[src/hw/rtl/dpcl_pkg.sv]
// ----------------------------------------------------------------------------
// dpcl_pkg
// Shared types and constants of the debounced pattern code lock.
// ----------------------------------------------------------------------------
package dpcl_pkg;

  // Pad count and derived widths.
  localparam int NumPads = 5;
  localparam int IdxW    = (NumPads > 1) ? $clog2(NumPads) : 1;
  localparam int LenW    = $clog2(NumPads + 1);

  // Counter and register widths.
  localparam int CntW       = 8;
  localparam int GapW       = 16;
  localparam int HoldW      = 16;
  localparam int CodeLenW   = 3;
  localparam int DigitW     = 3;
  localparam int CodeDigitW = 15;

  // Configuration port.
  localparam int AddrW = 5;
  localparam int DataW = 32;

  // Register reset values.
  localparam logic [CntW-1:0]       DebounceRst   = 8'd2;
  localparam logic [GapW-1:0]       GapLimitRst   = 16'd50;
  localparam logic [HoldW-1:0]      HoldRst       = 16'd100;
  localparam logic [CodeLenW-1:0]   CodeLenRst    = 3'd3;
  localparam logic [CodeDigitW-1:0] CodeDigitsRst = 15'd96;

  // Register indexes (byte address divided by four).
  typedef enum logic [2:0] {
    RegDebounce   = 3'd0,
    RegGapLimit   = 3'd1,
    RegHold       = 3'd2,
    RegCodeLen    = 3'd3,
    RegCodeDigits = 3'd4
  } dpcl_reg_e;

  // Lock mode as reported on the result channel.
  typedef enum logic [1:0] {
    ModeEnter   = 2'd0,
    ModeSuccess = 2'd1,
    ModeFail    = 2'd2
  } lock_mode_e;

  // Configuration seen by the datapath.
  typedef struct packed {
    logic [CntW-1:0]       debounce_limit;
    logic [GapW-1:0]       gap_limit;
    logic [HoldW-1:0]      result_hold;
    logic [CodeLenW-1:0]   code_length;
    logic [CodeDigitW-1:0] code_digits;
  } dpcl_cfg_t;

endpackage

[src/hw/rtl/debounced_pattern_code_lock.sv]
// ----------------------------------------------------------------------------
// debounced_pattern_code_lock
// Touch-pad pattern lock with per-pad debouncing and timed verdict display.
// ----------------------------------------------------------------------------
// The block takes one frame tick per cycle and returns exactly one result per
// tick, in order. A tick is debounced in the front end in the cycle it is
// accepted and written to a two-entry queue; the back end moves it from the
// queue into the result register once that register is free or being taken;
// the result is held there until it is taken with the output not stalled.
// Sustained rate is one tick per cycle, limited only by the output stall.
// Write the configuration registers only while no tick is in flight.
// ----------------------------------------------------------------------------
module debounced_pattern_code_lock
  import dpcl_pkg::*;
(
  input  logic               clk_i,
  input  logic               rst_ni,
  // Configuration port
  input  logic               psel,
  input  logic               penable,
  input  logic               pwrite,
  input  logic [AddrW-1:0]   paddr,
  input  logic [DataW-1:0]   pwdata,
  output logic [DataW-1:0]   prdata,
  output logic               pready,
  // Tick input channel
  input  logic               in_valid_i,
  output logic               in_stall_o,
  input  logic [NumPads-1:0] raw_pads_i,
  // Result channel
  output logic               out_valid_o,
  input  logic               out_stall_i,
  output logic [1:0]         mode_o,
  output logic [NumPads-1:0] lit_mask_o,
  output logic [NumPads-1:0] clean_mask_o,
  output logic [LenW-1:0]    entered_count_o
);

  dpcl_cfg_t          cfg;
  logic               q_push;
  logic [NumPads-1:0] q_wdata;
  logic               q_pop;
  logic [NumPads-1:0] q_rdata;
  logic               q_valid;
  logic               q_full;

  assign pready = 1'b1;

  // Configuration registers.
  dpcl_regs u_regs (
    .clk_i  (clk_i),
    .rst_ni (rst_ni),
    .psel   (psel),
    .penable(penable),
    .pwrite (pwrite),
    .paddr  (paddr),
    .pwdata (pwdata),
    .prdata (prdata),
    .cfg_o  (cfg)
  );

  // Front end: debounce filter.
  dpcl_filter u_filter (
    .clk_i           (clk_i),
    .rst_ni          (rst_ni),
    .in_valid_i      (in_valid_i),
    .raw_pads_i      (raw_pads_i),
    .q_full_i        (q_full),
    .debounce_limit_i(cfg.debounce_limit),
    .in_stall_o      (in_stall_o),
    .push_o          (q_push),
    .clean_o         (q_wdata)
  );

  // Decoupling queue.
  dpcl_queue u_queue (
    .clk_i  (clk_i),
    .rst_ni (rst_ni),
    .push_i (q_push),
    .wdata_i(q_wdata),
    .pop_i  (q_pop),
    .rdata_o(q_rdata),
    .valid_o(q_valid),
    .full_o (q_full)
  );

  // Back end: path recording and judgment.
  dpcl_judge u_judge (
    .clk_i          (clk_i),
    .rst_ni         (rst_ni),
    .cfg_i          (cfg),
    .q_valid_i      (q_valid),
    .q_clean_i      (q_rdata),
    .pop_o          (q_pop),
    .out_stall_i    (out_stall_i),
    .out_valid_o    (out_valid_o),
    .mode_o         (mode_o),
    .lit_mask_o     (lit_mask_o),
    .clean_mask_o   (clean_mask_o),
    .entered_count_o(entered_count_o)
  );

  // The path length always equals the number of lit pads.
  assert property (@(posedge clk_i) disable iff (!rst_ni)
    out_valid_o |-> ($countones(lit_mask_o) == 32'(entered_count_o)))
    else $error("path length and lit pads disagree");

  // A verdict is only shown for a non-empty path.
  assert property (@(posedge clk_i) disable iff (!rst_ni)
    (out_valid_o && (mode_o != ModeEnter)) |-> (entered_count_o != '0))
    else $error("verdict shown with an empty path");

  // A stalled result keeps its slot until taken, so the queue only drains
  // while the result register is free or being taken.
  assert property (@(posedge clk_i) disable iff (!rst_ni)
    (out_valid_o && out_stall_i) |=> out_valid_o)
    else $error("stalled result dropped");

endmodule

[src/hw/rtl/dpcl_regs.sv]
// ----------------------------------------------------------------------------
// dpcl_regs
// APB-style configuration registers of the code lock.
// ----------------------------------------------------------------------------
module dpcl_regs
  import dpcl_pkg::*;
(
  input  logic             clk_i,
  input  logic             rst_ni,
  input  logic             psel,
  input  logic             penable,
  input  logic             pwrite,
  input  logic [AddrW-1:0] paddr,
  input  logic [DataW-1:0] pwdata,
  output logic [DataW-1:0] prdata,
  output dpcl_cfg_t        cfg_o
);

  dpcl_cfg_t cfg_q;
  dpcl_reg_e reg_idx;
  logic      wr_en;

  assign reg_idx = dpcl_reg_e'(paddr[AddrW-1:2]);
  assign wr_en   = psel && penable && pwrite;

  // Register writes; data wider than a register is cut to its width.
  always_ff @(posedge clk_i or negedge rst_ni) begin
    if (!rst_ni) begin
      cfg_q.debounce_limit <= DebounceRst;
      cfg_q.gap_limit      <= GapLimitRst;
      cfg_q.result_hold    <= HoldRst;
      cfg_q.code_length    <= CodeLenRst;
      cfg_q.code_digits    <= CodeDigitsRst;
    end else if (wr_en) begin
      unique case (reg_idx)
        RegDebounce:   cfg_q.debounce_limit <= pwdata[CntW-1:0];
        RegGapLimit:   cfg_q.gap_limit      <= pwdata[GapW-1:0];
        RegHold:       cfg_q.result_hold    <= pwdata[HoldW-1:0];
        RegCodeLen:    cfg_q.code_length    <= pwdata[CodeLenW-1:0];
        RegCodeDigits: cfg_q.code_digits    <= pwdata[CodeDigitW-1:0];
        default: ;
      endcase
    end
  end

  // Read-back multiplexer.
  always_comb begin
    unique case (reg_idx)
      RegDebounce:   prdata = DataW'(cfg_q.debounce_limit);
      RegGapLimit:   prdata = DataW'(cfg_q.gap_limit);
      RegHold:       prdata = DataW'(cfg_q.result_hold);
      RegCodeLen:    prdata = DataW'(cfg_q.code_length);
      RegCodeDigits: prdata = DataW'(cfg_q.code_digits);
      default:       prdata = '0;
    endcase
  end

  assign cfg_o = cfg_q;

endmodule

[src/hw/rtl/dpcl_filter.sv]
// ----------------------------------------------------------------------------
// dpcl_filter
// Front end: accepts raw pad ticks and debounces each pad.
// ----------------------------------------------------------------------------
module dpcl_filter
  import dpcl_pkg::*;
(
  input  logic               clk_i,
  input  logic               rst_ni,
  input  logic               in_valid_i,
  input  logic [NumPads-1:0] raw_pads_i,
  input  logic               q_full_i,
  input  logic [CntW-1:0]    debounce_limit_i,
  output logic               in_stall_o,
  output logic               push_o,
  output logic [NumPads-1:0] clean_o
);

  logic [CntW-1:0]    cnt_q [NumPads];
  logic [CntW-1:0]    cnt_d [NumPads];
  logic [NumPads-1:0] clean_q;
  logic [NumPads-1:0] clean_d;
  logic               accept;

  assign in_stall_o = q_full_i;
  assign accept     = in_valid_i && !q_full_i;

  // Saturating up/down counter per pad with hysteresis on the clean state.
  always_comb begin
    for (int i = 0; i < NumPads; i++) begin
      cnt_d[i] = cnt_q[i];
      if (raw_pads_i[i]) begin
        if (cnt_q[i] < debounce_limit_i) begin
          cnt_d[i] = cnt_q[i] + 1'b1;
        end
      end else if (cnt_q[i] != '0) begin
        cnt_d[i] = cnt_q[i] - 1'b1;
      end
      clean_d[i] = clean_q[i];
      if (cnt_d[i] == debounce_limit_i) begin
        clean_d[i] = 1'b1;
      end else if (cnt_d[i] == '0) begin
        clean_d[i] = 1'b0;
      end
    end
  end

  always_ff @(posedge clk_i or negedge rst_ni) begin
    if (!rst_ni) begin
      for (int i = 0; i < NumPads; i++) begin
        cnt_q[i] <= '0;
      end
      clean_q <= '0;
    end else if (accept) begin
      cnt_q   <= cnt_d;
      clean_q <= clean_d;
    end
  end

  assign push_o  = accept;
  assign clean_o = clean_d;

endmodule

[src/hw/rtl/dpcl_queue.sv]
// ----------------------------------------------------------------------------
// dpcl_queue
// Two-entry queue of clean pad masks between front and back end.
// ----------------------------------------------------------------------------
module dpcl_queue
  import dpcl_pkg::*;
(
  input  logic               clk_i,
  input  logic               rst_ni,
  input  logic               push_i,
  input  logic [NumPads-1:0] wdata_i,
  input  logic               pop_i,
  output logic [NumPads-1:0] rdata_o,
  output logic               valid_o,
  output logic               full_o
);

  logic [NumPads-1:0] mem_q [2];
  logic               wr_ptr_q;
  logic               rd_ptr_q;
  logic [1:0]         count_q;

  // Pointer and occupancy bookkeeping.
  always_ff @(posedge clk_i or negedge rst_ni) begin
    if (!rst_ni) begin
      wr_ptr_q <= 1'b0;
      rd_ptr_q <= 1'b0;
      count_q  <= '0;
    end else begin
      if (push_i) begin
        wr_ptr_q <= !wr_ptr_q;
      end
      if (pop_i) begin
        rd_ptr_q <= !rd_ptr_q;
      end
      if (push_i && !pop_i) begin
        count_q <= count_q + 2'd1;
      end else if (pop_i && !push_i) begin
        count_q <= count_q - 2'd1;
      end
    end
  end

  // Entry storage needs no reset.
  always_ff @(posedge clk_i) begin
    if (push_i) begin
      mem_q[wr_ptr_q] <= wdata_i;
    end
  end

  assign rdata_o = mem_q[rd_ptr_q];
  assign valid_o = (count_q != 2'd0);
  assign full_o  = (count_q == 2'd2);

endmodule

[src/hw/rtl/dpcl_judge.sv]
// ----------------------------------------------------------------------------
// dpcl_judge
// Back end: records the pad path, times the gap, judges the code and holds
// the verdict. Its state registers double as the result register.
// ----------------------------------------------------------------------------
module dpcl_judge
  import dpcl_pkg::*;
(
  input  logic               clk_i,
  input  logic               rst_ni,
  input  dpcl_cfg_t          cfg_i,
  input  logic               q_valid_i,
  input  logic [NumPads-1:0] q_clean_i,
  output logic               pop_o,
  input  logic               out_stall_i,
  output logic               out_valid_o,
  output logic [1:0]         mode_o,
  output logic [NumPads-1:0] lit_mask_o,
  output logic [NumPads-1:0] clean_mask_o,
  output logic [LenW-1:0]    entered_count_o
);

  lock_mode_e         mode_q, mode_d;
  logic [NumPads-1:0] lit_q, lit_d;
  logic [LenW-1:0]    len_q, len_d;
  logic [GapW-1:0]    gap_q, gap_d;
  logic [HoldW-1:0]   hold_q, hold_d;
  logic [IdxW-1:0]    store_q [NumPads];
  logic [IdxW-1:0]    store_d [NumPads];
  logic [NumPads-1:0] clean_q;
  logic               out_valid_q;

  logic                      any_pressed;
  logic [GapW-1:0]           gap_inc;
  logic                      gap_expired;
  logic                      hold_done;
  logic                      code_ok;
  logic [NumPads*DigitW-1:0] digits_ext;

  // A transaction leaves the queue when the result slot is free or drains.
  assign pop_o = q_valid_i && (!out_valid_q || !out_stall_i);

  assign any_pressed = |q_clean_i;
  assign gap_inc     = (gap_q == '1) ? gap_q : gap_q + 1'b1;
  assign gap_expired = (len_q != '0) && (gap_inc > cfg_i.gap_limit);
  assign hold_done   = (hold_q == '0);
  assign digits_ext  = (NumPads*DigitW)'(cfg_i.code_digits);

  // Compare the recorded path with the secret code.
  always_comb begin
    code_ok = (32'(len_q) == 32'(cfg_i.code_length));
    for (int k = 0; k < NumPads; k++) begin
      if (LenW'(k) < len_q) begin
        if (DigitW'(store_q[k]) != digits_ext[k*DigitW +: DigitW]) begin
          code_ok = 1'b0;
        end
      end
    end
  end

  // Next mode.
  always_comb begin
    mode_d = mode_q;
    unique case (mode_q)
      ModeEnter: begin
        if (!any_pressed && gap_expired) begin
          mode_d = code_ok ? ModeSuccess : ModeFail;
        end
      end
      ModeSuccess, ModeFail: begin
        if (hold_done) begin
          mode_d = ModeEnter;
        end
      end
      default: mode_d = ModeEnter;
    endcase
  end

  // Path, gap and hold updates for the current mode.
  always_comb begin
    lit_d   = lit_q;
    len_d   = len_q;
    gap_d   = gap_q;
    hold_d  = hold_q;
    store_d = store_q;
    if (mode_q == ModeEnter) begin
      if (any_pressed) begin
        gap_d = '0;
        // Append newly pressed pads, lowest index first.
        for (int i = 0; i < NumPads; i++) begin
          if (q_clean_i[i] && !lit_d[i] && (32'(len_d) < NumPads)) begin
            store_d[len_d[IdxW-1:0]] = IdxW'(i);
            len_d                    = len_d + 1'b1;
            lit_d[i]                 = 1'b1;
          end
        end
      end else if (len_q != '0) begin
        if (gap_expired) begin
          gap_d  = '0;
          hold_d = cfg_i.result_hold;
        end else begin
          gap_d = gap_inc;
        end
      end
    end else if (!hold_done) begin
      hold_d = hold_q - 1'b1;
    end else begin
      lit_d = '0;
      len_d = '0;
      gap_d = '0;
    end
  end

  // Control state.
  always_ff @(posedge clk_i or negedge rst_ni) begin
    if (!rst_ni) begin
      mode_q      <= ModeEnter;
      lit_q       <= '0;
      len_q       <= '0;
      gap_q       <= '0;
      hold_q      <= '0;
      out_valid_q <= 1'b0;
    end else begin
      if (pop_o) begin
        mode_q <= mode_d;
        lit_q  <= lit_d;
        len_q  <= len_d;
        gap_q  <= gap_d;
        hold_q <= hold_d;
      end
      if (pop_o) begin
        out_valid_q <= 1'b1;
      end else if (!out_stall_i) begin
        out_valid_q <= 1'b0;
      end
    end
  end

  // Path entries and the reported clean mask need no reset.
  always_ff @(posedge clk_i) begin
    if (pop_o) begin
      store_q <= store_d;
      clean_q <= q_clean_i;
    end
  end

  assign out_valid_o     = out_valid_q;
  assign mode_o          = mode_q;
  assign lit_mask_o      = lit_q;
  assign clean_mask_o    = clean_q;
  assign entered_count_o = len_q;

endmodule

[config.mk]
export PLATFORM = sky130hd
export DESIGN_NAME = debounced_pattern_code_lock
export DESIGN_NICKNAME = d
export VERILOG_FILES = /design/src/hw/rtl/dpcl_pkg.sv /design/src/hw/rtl/debounced_pattern_code_lock.sv /design/src/hw/rtl/dpcl_regs.sv /design/src/hw/rtl/dpcl_filter.sv /design/src/hw/rtl/dpcl_queue.sv /design/src/hw/rtl/dpcl_judge.sv
export SDC_FILE = /design/constraint.sdc
export NUM_CORES = 1
export LEC_CHECK = 0
export BUFFER_PORTS_ARGS = -buffer_cell sky130_fd_sc_hd__buf_2
export CAP_MARGIN = 10
export CORE_UTILIZATION = 50
export CTS_CLUSTER_DIAMETER = 100
export CTS_CLUSTER_SIZE = 40
export DETAILED_ROUTE_END_ITERATION = 8
export PLACE_DENSITY_LB_ADDON = 0.08
export SYNTH_ARGS = -nofsm -noshare
export SYNTH_HDL_FRONTEND = slang
export SYNTH_SLANG_ARGS = --single-unit
[constraint.sdc]
create_clock -name clk_i -period 11.1 [get_ports clk_i]
set_input_delay 1.665 -clock clk_i [delete_from_list [all_inputs] [get_ports clk_i]]
set_output_delay 1.665 -clock clk_i [all_outputs]
set_load 0.01 [all_outputs]
* After elaboration in Yosys (flattened, before gate mapping)
Memory sizes are Yosys's and may differ from the RTL's.
Index checks and enable logic that the tools add are counted.
** Word-level totals
- Flip-flop bits (word level) :: 170
- RAM bits :: 10
- Input port bits :: 49
- Output and inout bits :: 50
- Word-level logic and storage cells :: 303
- Memories :: 1
** Cells by class
- Add/sub/neg operators :: 19
- Order comparisons :: 26
- Equality and inequality tests :: 33
- Mux-type cells :: 104
- Bitwise gates (word level) :: 19
- Reductions and logical operators :: 71
** Memory list
- u_queue.mem_q :: depth 2, bits a word 5, rd ports 1, clocked after Yosys merged registers in 0, wr ports 1, line dpcl_queue.sv:18 : logic [NumPads-1:0] mem_q [2];
** Operator list (count)
- $mux 15 :: 13
- $mux 16 :: 11
- $mux 8 :: 15
- $pmux 16 s5 :: 1
- $mux 3 :: 21
- $demux 3 s3 :: 5
- $add 8x1->8 const B :: 5
- $eq 8x8->1 :: 5
- $logic_not 8->1 :: 5
- $lt 8x8->1 :: 5
- $reduce_bool 8->1 :: 5
- $sub 8x1->8 const B :: 5
- $and 10x10->10 :: 3
- $not 10->10 :: 3
- $mux 1 :: 29
- $logic_and 1x1->1 :: 23
- $ge 4x4->1 const B :: 5
- $lt 4x1->1 const B :: 5
- $not 3->4 :: 5
- $reduce_and 4->1 :: 5
- $add 16x1->16 const B :: 1
- $eq 16x16->1 const B :: 1
- $gt 16x16->1 :: 1
- $logic_not 16->1 :: 1
- 38 further kinds :: 94

* Logic depth before layout (Yosys ltp)
Gate-level depths: netlist of run 1.
- Depth in word-level cells :: 29
- Gate-level depth with buffers :: 21
- Mapped depth without buffers :: 19

* By module
Synthesis of run 1 repeated with hierarchy kept, for this count alone.
** Second synthesis, totals
- Cell total of the unflattened synthesis :: 1625
- Area, all modules :: 14570.2 µm²
** Modules (own cells, without submodules)
- dpcl_filter :: times used 1, cells an instance 772, area each 5968.2 µm²
- dpcl_judge :: times used 1, cells an instance 613, area each 5119.9 µm²
- dpcl_regs :: times used 1, cells an instance 206, area each 2911.5 µm²
- dpcl_queue :: times used 1, cells an instance 32, area each 559.3 µm²
- debounced_pattern_code_lock :: times used 1, cells an instance 2, area each 11.3 µm²

* Worst setup path before layout of run 1
No wires, ideal clock.
- Path kind :: reg-to-reg
- From :: register u_judge.len_q[1] (netlist: u_judge.entered_count_o[1])
- To :: register u_judge.store_q[11] (netlist name), data pin
- Library setup time :: 0.255 ns
- Arrival time :: 4.457 ns
- Data required time :: 10.845 ns
- Path slack :: 6.388 ns
- Stages on the path, launching flop included :: 21
- Path buffers :: 1
- Period minus slack after synthesis :: 4.712 ns
- Path through :: dfrtp_1 -> clkbuf_1 -> inv_1 -> ha_1 -> o31ai_1 -> nand2_1 -> ha_1 -> and4_1 -> nor2_2 -> inv_1 -> ha_1 -> nand2b_1 -> o31ai_1 -> a31oi_2 -> ha_1 -> nand2_1 -> a211oi_1 -> a211oi_2 -> and2_1 -> nor2b_1 -> a31o_1
** On the way
- Longest elaborated chain between the ends :: 27
** RTL lines
- start: declaration :: line dpcl_judge.sv:25 : logic [LenW-1:0] len_q, len_d;
- start signal: assignment :: line dpcl_judge.sv:127 : len_q <= len_d;
- $lt 3x3->1 :: line dpcl_judge.sv:91 : if (q_clean_i[i] && !lit_d[i] && (32'(len_d) < NumPads)) begin
- $logic_and 1x1->1 :: line dpcl_judge.sv:91
- $mux 3 :: line dpcl_judge.sv:91
- $mux 3 :: line dpcl_judge.sv:87 : if (any_pressed) begin
- $mux 3 :: line dpcl_judge.sv:86 : if (mode_q == ModeEnter) begin
- $lt 3x3->1 :: line dpcl_judge.sv:91
- $logic_and 1x1->1 :: line dpcl_judge.sv:91
- $mux 3 :: line dpcl_judge.sv:91
- [... 11 more ...]
- $mux 3 or $demux 3 s3 (tied branches) :: line dpcl_judge.sv:86, dpcl_judge.sv:92
- $not 3->4 (implied by the code) or $not 5->5 (tied branches)
- $ge 4x4->1 (implied by the code), or another cell as far along :: line dpcl_judge.sv:92 : store_d[len_d[IdxW-1:0]] = IdxW'(i);
- $logic_and 1x1->1 (implied by the code) or $mux 15 (tied branches) :: line dpcl_judge.sv:92, dpcl_judge.sv:91
- $mux 3 (implied by the code) or $mux 15 (tied branches) :: line dpcl_judge.sv:92, dpcl_judge.sv:87
- $demux 3 s3 or $mux 15 (tied branches) :: line dpcl_judge.sv:92, dpcl_judge.sv:86
- $or 5x5->5 (no source line)
- $mux 15 (*) :: line dpcl_judge.sv:91
- end signal: assignment :: line dpcl_judge.sv:142 : store_q <= store_d;
- end: declaration :: line dpcl_judge.sv:28 : logic [IdxW-1:0] store_q [NumPads];
Mark *: on every way between the ends. The rest lies on a longest branch, timed or not. The select of a mux whose other input is x is not followed.
A chain may end at the register's enable or synchronous reset.

* Worst setup path in the final report of run 1
Same ends and word-level chain as after synthesis.

==> results.toml, run 1 <==
[cells_and_area]
multi_input_area_mm2 = 0.00841
fin_cells = 1988
layout_commonest_cell = "nand2_1"
finalNetCount = 1758
num-fill-cells = 2559
seq_area_mm2 = 0.00467
synthToLayoutAreaGrowth_pct = 7.45
layout_common_cells = "207 x nand2_1, 139 x dfrtp_1, 110 x nor2_1, 109 x o21ai_0, 98 x a21oi_1"
drive_gt1_frac = 0.122

[power]
peakVddDrop_v = 0.000123
p_sw_uw = 1920
power_density_mw_per_mm2 = 271
p_leak_uw = 0.00633
pwr-share-comb = 0.536
p_sw_frac = 0.481
p_seq_frac = 0.315
p_int_uw = 2070
clkPwrFrac = 0.149
p_total_uw = 3990

[logic_synthesis]
synth_seq_area_share = 0.340
synth_area_leader_cell = "dfrtp_1"
synth_area_mm2 = 0.0137
synth.avg_cell_area_um2 = 8.48
synth-simple-area-share = 0.206
synth_mux_area_frac = 0.0566
synth-seq-cells = 180
async_flop_share = 0.833
synth_compound_area_frac = 0.220
synthAdderAreaFrac = 0.0693
synth_top_family_by_area = "compound AO/OA/AOI/OAI gates"
synth_top_area_frac = 0.253
synth_edf_count = 30
synth_cells = 1619
synthXorXnorAreaFrac = 0.0542
yosys_warnings = 0
synth_area_leaders = "dfrtp_1 25%, ha_1 6.9%, edfxtp_1 6.6%"
yosysUniqueCellTypes = 93
synth-main-ff-cell = "dfrtp_1"

[clock_network]
cts_htree_levels = 4
ctsResizeCount = 0
cts_tree = "yes"
clk_path_buf_depth = 2
cts_root_buffer = "clkbuf_16"
clk_pin_slew_worst_paths_ns = 0.08
cts_setup_buffers = 0
numCtsBuffers = 17
cts_hold_buffers = 0
clkLatencyLatePin_ns = 0.45
numClockSinks = 180

[die]
rows = 60
fp.dieH_um = 168
start_util = 0.509
fp.coreArea_mm2 = 0.0270
die-area_mm2 = 0.0281
ios = 99
die-width_um = 168

[timing]
hold_viol = 0
max_freq_mhz = 179
final.min_clock_period_ns = 5.58
skew_ns = 0.0143
slew_violations = 0
worst_pin_slew_ns = 1.05
rsz0062_at_grt = "false"
setup_violations = 0
relSlewSlack = 0.303
finalSetupTns_ns = 0
finalCritPeriodShare = 0.503

[detailed_routing]
vias = 12400
postRouteAntennaNets = 0
first_pass_iters = 5
avgRoutedWirePerCell_um = 19.1
wirelength_um = 38000
via_per_inst = 6.23
drc = 0
drt_iter0_drc = 1087

[global_route]
overflow = 0
grt_pass1_wl_um = 61700
grt_use_total = 0.275
grt_pass1_vias = 11400
grt_max_degree = 86
antenna_found_initial = 0

[setup_path]
r2r-end = "u_judge.store_q[11]"
setup.worst_path.end = "u_judge.store_q[11]"
start_kind = "flip-flop"
r2r_setup_slack_ns = 5.52
worstReg2RegStart = "u_judge.entered_count_o[1]"
crit_start = "u_judge.entered_count_o[1]"
critPathMaxFanout = 16
r2r_cells = 19
worstPathRequired_ns = 11.30
path_class = "reg -> reg"
cp.arrival_ns = 5.78
endpoint_kind = "flip-flop"

[placed_design]
hpwlAfterDp_um = 27300
dp_cells = 1955
port_buffers = 63
gp_congestion = 0.921

[hold_path]
hold_path_class = "reg -> reg"
worst_hold_path.num_cells = 2

[flow_run]
maxCapViolCount = 0

[status]
status = "complete, no violations"
[power groups by stage]
stage	Sequential [µW]	Clock (µW)	Combinational [µW]
after CTS	1250	610	2120
after global routing	1300	633	2390
after floorplan	1100	0	1730
final	1260	596	2140
after global placement	1260	0	2070
after detailed placement	1260	0	2110
[registers in the layout, indices dropped and copies added, names as in the netlist, 2 cells and up]
name / flops
u_judge.lit_mask_o: 5
u_judge.gap_q: 16
u_judge.hold_q: 16
u_judge.entered_count_o: 3
u_judge.clean_mask_o: 5
u_filter.cnt_q: 40
u_queue.count_q: 2
u_filter.clean_q: 5
u_judge.mode_o: 2
u_judge.store_q: 15
u_regs.cfg_o: 58
u_queue.mem_q: 10
[worst max-delay path: stages (launching register included)]
cell and delay (ns):
dfrtp_1 0.71, inv_1 0.23, ha_1 0.41, o31ai_1 0.32, nand2_1 0.14, ha_1 0.30
and4_1 0.19, nor2_2 0.38, inv_1 0.22, ha_1 0.45, nand2b_1 0.13, o31ai_1 0.08
a31oi_2 0.31, ha_1 0.20, nand2_1 0.12, a211oi_1 0.41, a211oi_2 0.13, and2_1 0.21
nor2b_1 0.17, a31o_1 0.22
[layout make-up]
cell class | instances | share of cell area
Antenna cell | 1 | 0.000170
Clock buffer | 18 | 0.0291
Multi-Input combinational cell | 1285 | 0.570
Inverter | 75 | 0.0193
Clock inverter | 14 | 0.00891
Timing Repair Buffer | 74 | 0.0274
Tap cell | 341 | 0.0289
Sequential cell | 180 | 0.316
[synthesized netlist by cell type, types with 28 or more instances]
| library cell | count |
|---|---|
| a21o_1 | 28 |
| a21oi_1 | 98 |
| clkbuf_1 | 65 |
| dfrtp_1 | 139 |
| edfxtp_1 | 30 |
| ha_1 | 76 |
| inv_1 | 73 |
| mux2_2 | 48 |
| nand2_1 | 208 |
| nand3_1 | 52 |
| nor2_1 | 110 |
| nor3_1 | 38 |
| o21ai_0 | 109 |
| xnor2_1 | 66 |
[per-layer routing]
metal | share of wire | GRT usage
met2 | 0.46 | 0.433
met5 | 0 | 0
met4 | 0.024 | 0.0945
met1 | 0.47 | 0.393
met3 | 0.046 | 0.0293
[metrics by stage]
stage	util	cell area, µm²	setup slack, ns	hold WS, ns
after floorplan	-	13800	6.39	0.457
after global placement	0.527	14200	5.65	0.464
after detailed placement	0.527	14200	5.71	0.476
after CTS	0.547	14800	5.63	0.494
after global routing	0.547	14800	5.13	0.536
final	0.547	14800	5.52	0.490
[worst min path at each step]
stage | startpoint | endpoint | slack (ns)
3_3_place_gp | u_judge.out_valid_o | u_judge.out_valid_o | 0.46
3_5_place_dp | u_judge.out_valid_o | u_judge.out_valid_o | 0.48
5_1_grt | u_judge.out_valid_o | u_judge.out_valid_o | 0.54
6_report | u_judge.out_valid_o | u_judge.out_valid_o | 0.49
4_1_cts | u_judge.out_valid_o | u_judge.out_valid_o | 0.49
2_1_floorplan | u_judge.gap_q[11] | u_judge.gap_q[11] | 0.46
[logic make-up after synthesis]
group,Yosys count
AOI/OAI and AO/OA,455
xor gates and xnor gates,85
adders and majority gates,76
buffers and inverters,169
DFF,180
muxes,69
other,2
and+or+nand+nor,583
No activity file was read; power rests on OpenSTA's default activity.
==> run 2: changes to the inputs <==
- clock period: 11.1 -> 5.4 ns (I/O delays scaled with it)
==> run 2 against run 1 <==
  * Register-to-register slack got worse by 5.0 ns
  * Worst hold slack got worse by 0.082 ns
  * Clock-buffer cell count is 1 lower
  * Critical endpoint unchanged
==> results.toml, run 2 (synthesis results as in run 1) <==
[cells_and_area]
layout_commonest_cell = "nand2_1"
finalNetCount = 1767
fin_cells = 1996
num-fill-cells = 2488
drive_gt1_frac = 0.127
largest_register_ffs = 58
synthToLayoutAreaGrowth_pct = 8.27
layout_common_cells = "207 x nand2_1, 139 x dfrtp_1, 110 x nor2_1, 109 x o21ai_0, 98 x a21oi_1"
finalCoreUtilization = 0.552
insertedDiodeCount = 0

[global_route]
grt_use_total = 0.273
overflow = 0
grt_pass1_vias = 11200
grt_max_degree = 79
antenna_found_initial = 0
grt_pass1_wl_um = 61100

[power]
clkPwrFrac = 0.156
pwr-share-comb = 0.540
p_leak_uw = 0.00640
p_int_uw = 4360
p_seq_frac = 0.304
power_density_mw_per_mm2 = 562
p_sw_uw = 3990
p_sw_frac = 0.478
peakVddDrop_v = 0.000248

[timing]
slew_violations = 0
max_freq_mhz = 204
rsz0062_at_grt = "false"
hold_viol = 0
relSlewSlack = 0.277
worst_pin_slew_ns = 1.08
skew_ns = 0.0169
setup_violations = 0
finalSetupTns_ns = 0
finalCritPeriodShare = 0.906
final.min_clock_period_ns = 4.89

[clock_network]
clkLatencyLatePin_ns = 0.44
clk_path_buf_depth = 2
numClockSinks = 180
clk_pin_slew_worst_paths_ns = 0.09
cts_htree_levels = 4
numCtsBuffers = 17
cts_tree = "yes"
cts_hold_buffers = 0
cts_setup_buffers = 0
cts_root_buffer = "clkbuf_16"
ctsResizeCount = 0

[setup_path]
crit_start = "u_queue.rd_ptr_q"
setup.worst_path.end = "u_judge.store_q[11]"
slowest_delay_ns = 0.51
path_class = "reg -> reg"
r2r_setup_slack_ns = 0.51
cp.arrival_ns = 5.08
worstPathRequired_ns = 5.59
critPathMaxFanout = 6
start_kind = "flip-flop"
crit_chain = "mux2i_4, o31ai_1, and2_1, ha_1, and4_1, nor2_2, inv_1, ha_1, nand2b_1, o31ai_1, a31oi_2, ha_1, nand2_1, a211oi_1, a211oi_2, and2_1, nor2b_1, a31o_1"
r2r-end = "u_judge.store_q[11]"
endpoint_kind = "flip-flop"
crit_path_frequent_cell = "ha_1"
crit_path_top_delay_cell = "dfrtp_1"
r2r_cells = 18
worstReg2RegStart = "u_queue.rd_ptr_q"

[detailed_routing]
drt_iter0_drc = 1215
postRouteAntennaNets = 0
via_per_inst = 6.15
wirelength_um = 38100
drc = 0
vias = 12300
avgRoutedWirePerCell_um = 19.1
first_pass_iters = 6

[die]
die-area_mm2 = 0.0281
fp.coreArea_mm2 = 0.0270
die-width_um = 168
fp.dieH_um = 168
rows = 60
ios = 99
start_util = 0.509

[placed_design]
hpwlAfterDp_um = 27700
port_buffers = 63
gp_congestion = 0.922
dp_cells = 1964

[status]
status = "complete, no violations"

[flow_run]
maxCapViolCount = 0

[hold_path]
hold_path_class = "in -> async"
==> run 2: cell count changes in the layout (fill, tap and decap cells not counted), moves of 2 or more <==
cell        change
clkinvlp_4      -2
inv_6           -4
clkinv_8        +2
buf_4           +9
inv_8           +3
==> run 2: cell type report <==
class,instances,area [µm²],share of cell area
Clock buffer,17,425,0.0286
Clock inverter,15,183,0.0123
Inverter,75,284,0.0191
Multi-Input combinational cell,1285,8410,0.566
Sequential cell,180,4670,0.314
Tap cell,341,427,0.0287
Timing Repair Buffer,83,472,0.0317
==> run 2: layer usage <==
layer | track usage | share of wire | up-vias
li1 | - | - | 5963
met1 | 0.389 | 0.47 | 5881
met2 | 0.431 | 0.46 | 382
met4 | 0.0754 | 0.019 | 0
met5 | 0 | 0 | -
met3 | 0.0373 | 0.053 | 47
==> run 2: worst min path at each step <==
| stage | start | slack (ns) | cells after the start | end |
|---|---|---|---|---|
| 2_1_floorplan | u_judge.gap_q[11] | 0.46 | 1 | u_judge.gap_q[11] |
| 3_3_place_gp | u_judge.out_valid_o | 0.46 | 2 | u_judge.out_valid_o |
| 3_5_place_dp | u_judge.out_valid_o | 0.48 | 2 | u_judge.out_valid_o |
| 4_1_cts | rst_ni | 0.44 | 1 | u_judge.hold_q[6] |
| 5_1_grt | rst_ni | 0.46 | 1 | u_judge.hold_q[6] |
| 6_report | rst_ni | 0.41 | 1 | u_judge.hold_q[6] |
==> run 2: worst max-delay path: cells and delay by family (launching register included) <==
kind / cells / cell delay (ns)
AO/OA/AOI/OAI: 6 / 1.59
AND/OR/NAND/NOR: 7 / 1.27
flip-flops: 1 / 0.51
buffers and inverters: 1 / 0.11
adder cells (fa/ha/maj): 3 / 0.88
multiplexers: 1 / 0.29
==> run 2: through the flow <==
step	area, µm²	hold WS [ns]	power [µW]	worst slack [ns]
6_report	14900	0.408	8350	0.510
5_1_grt	14900	0.465	9010	0.151
4_1_cts	14900	0.443	8310	0.571
3_5_place_dp	14300	0.476	6980	0.594
3_3_place_gp	14300	0.463	6900	0.652
2_1_floorplan	13800	0.457	5820	0.688
==> run 2: power groups by stage <==
stage / sequential, µW / combinational, µW / clock [µW]
floorplan: 2250 / 3560 / 0
global placement: 2550 / 4350 / 0
detailed placement: 2550 / 4430 / 0
CTS: 2530 / 4460 / 1320
global route: 2610 / 5020 / 1370
finish: 2540 / 4510 / 1300
==> run 3: changes to the inputs <==
- PLACE_DENSITY: not set -> 0.67
- PLACE_DENSITY_LB_ADDON: 0.08 -> not set
==> run 3 against run 2 <==
  * Die area did not move
  * Clock skew rose by 0.0068 ns
  * Critical endpoint unchanged
  * Largest power group unchanged
  * Total power barely moved
  * Via count rose by 1.2%
==> results.toml, run 3 (synthesis results as in run 1) <==
[die]
rows = 60
fp.coreArea_mm2 = 0.0270
start_util = 0.509
fp.dieH_um = 168
die-area_mm2 = 0.0281
die-width_um = 168
ios = 99

[flow_run]
maxCapViolCount = 0

[detailed_routing]
drt_iter0_drc = 1117
via_per_inst = 6.21
avgRoutedWirePerCell_um = 19.0
drc = 0
first_pass_iters = 6
wirelength_um = 38100
postRouteAntennaNets = 0
vias = 12400

[setup_path]
cp.arrival_ns = 5.06
endpoint_kind = "flip-flop"
path_class = "reg -> reg"
critPathMaxFanout = 10
r2r_cells = 19
crit_path_top_delay_cell = "dfrtp_1"
start_kind = "flip-flop"
crit_path_frequent_cell = "ha_1"
crit_chain = "mux2i_4, inv_4, nand3_1, and2_1, ha_1, and4_1, nor2_2, inv_1, ha_1, nand2b_1, o31ai_1, a31oi_2, ha_1, nand2_1, a211oi_1, a211oi_2, and2_1, nor2b_1, a31o_1"
slowest_delay_ns = 0.56
worstPathRequired_ns = 5.60

[timing]
hold_viol = 0
finalWorstSetupSlack_ns = 0.535
max_freq_mhz = 206
finalCritPeriodShare = 0.901
slew_violations = 0
fin_hold_ws_ns = 0.401
setup_violations = 0
final.min_clock_period_ns = 4.87
relSlewSlack = 0.298
worst_pin_slew_ns = 1.05
finalSetupTns_ns = 0
skew_ns = 0.0237
rsz0062_at_grt = "false"

[global_route]
grt_pass1_wl_um = 61300
grt_use_total = 0.272
grt_max_degree = 80
antenna_found_initial = 1
grt_pass1_vias = 11400
overflow = 0

[hold_path]
hold_path_class = "in -> async"

[power]
power_density_mw_per_mm2 = 560
peakVddDrop_v = 0.000296
p_leak_uw = 0.00641
p_total_uw = 8340

[placed_design]
place_ws_ns = 0.487
gp_congestion = 0.923
port_buffers = 63
hpwlAfterDp_um = 27400

[clock_network]
cts_tree = "yes"
clk_pin_slew_worst_paths_ns = 0.08
cts_htree_levels = 4
clk_path_buf_depth = 2
clkLatencyLatePin_ns = 0.45
cts_root_buffer = "clkbuf_16"
numCtsBuffers = 17
cts_setup_buffers = 0
numClockSinks = 180

[cells_and_area]
drive_gt1_frac = 0.130
layout_commonest_cell = "nand2_1"
seq_area_mm2 = 0.00467
num-fill-cells = 2464
finalNetCount = 1770
multi_input_area_mm2 = 0.00841
synthToLayoutAreaGrowth_pct = 8.48
largest_register_ffs = 58
layout_common_cells = "207 x nand2_1, 139 x dfrtp_1, 110 x nor2_1, 109 x o21ai_0, 98 x a21oi_1"

[status]
status = "complete, no violations"
[run 3: cell types whose count changed in the layout (fill, tap and decap cells not counted), sizes merged]
cell / previous run / this run
buf: 83 / 86
bufinv: 1 / 0
clkinv: 6 / 7
clkinvlp: 0 / 2
diode: 0 / 1
inv: 83 / 81
[run 3: critical path: cells and delay by family, from the launching register on]
family                   cells  cell delay [ns]
adder cells (fa/ha/maj)      3             0.88
AO/OA/AOI/OAI                5             1.14
multiplexers                 1             0.44
AND/OR/NAND/NOR              8             1.37
buffers and inverters        2             0.22
flip-flops                   1             0.56
[run 3: layout make-up]
class | count | share of cell area
multi-input combinational | 1285 | 0.565
clock inverter | 15 | 0.0123
clock buffer | 17 | 0.0286
inverter | 75 | 0.0191
timing repair buffer | 86 | 0.0332
antenna | 1 | 0.000168
tap | 341 | 0.0286
sequential | 180 | 0.313
[run 3: final timing paths]
kind	slack [ns]	startpoint	to
min in group clk_i	0.49	u_judge.out_valid_o	u_judge.out_valid_o
min reg2reg	0.49	u_judge.out_valid_o	u_judge.out_valid_o
max	0.53	u_queue.rd_ptr_q	u_judge.store_q[11]
min	0.40	rst_ni	u_judge.out_valid_o
max reg2reg	0.53	u_queue.rd_ptr_q	u_judge.store_q[11]
max in group asynchronous	3.95	rst_ni	u_regs.cfg_o[46]
[run 3: through the flow]
stage | area [µm²] | util | instances
after floorplan | 13800 | - | 1634
after global placement | 14300 | 0.530 | 1967
after detailed placement | 14300 | 0.530 | 1967
after CTS | 14900 | 0.552 | 1999
after global routing | 14900 | 0.553 | 2000
final | 14900 | 0.553 | 2000
[run 3: where the power goes]
group	total [µW]	switching [µW]	internal, µW	leakage [µW]
sequential	2540	631	1910	0.00213
clock	1280	654	631	0.000289
combinational	4520	2740	1780	0.00398
[run 3: layer usage]
metal  track usage  up-vias  wire length [µm]
met3        0.0338       50              1900
li1              -     5976                 -
met4        0.0782        0               863
met5             0        -                 0
met2         0.425      362             17200
met1         0.395     6036             18100
[run 3: timing repair]
action	4_1_cts	5_1_grt
resized for setup	0	1
hold buffers	0	0
endpoints found under the setup margin	0	1
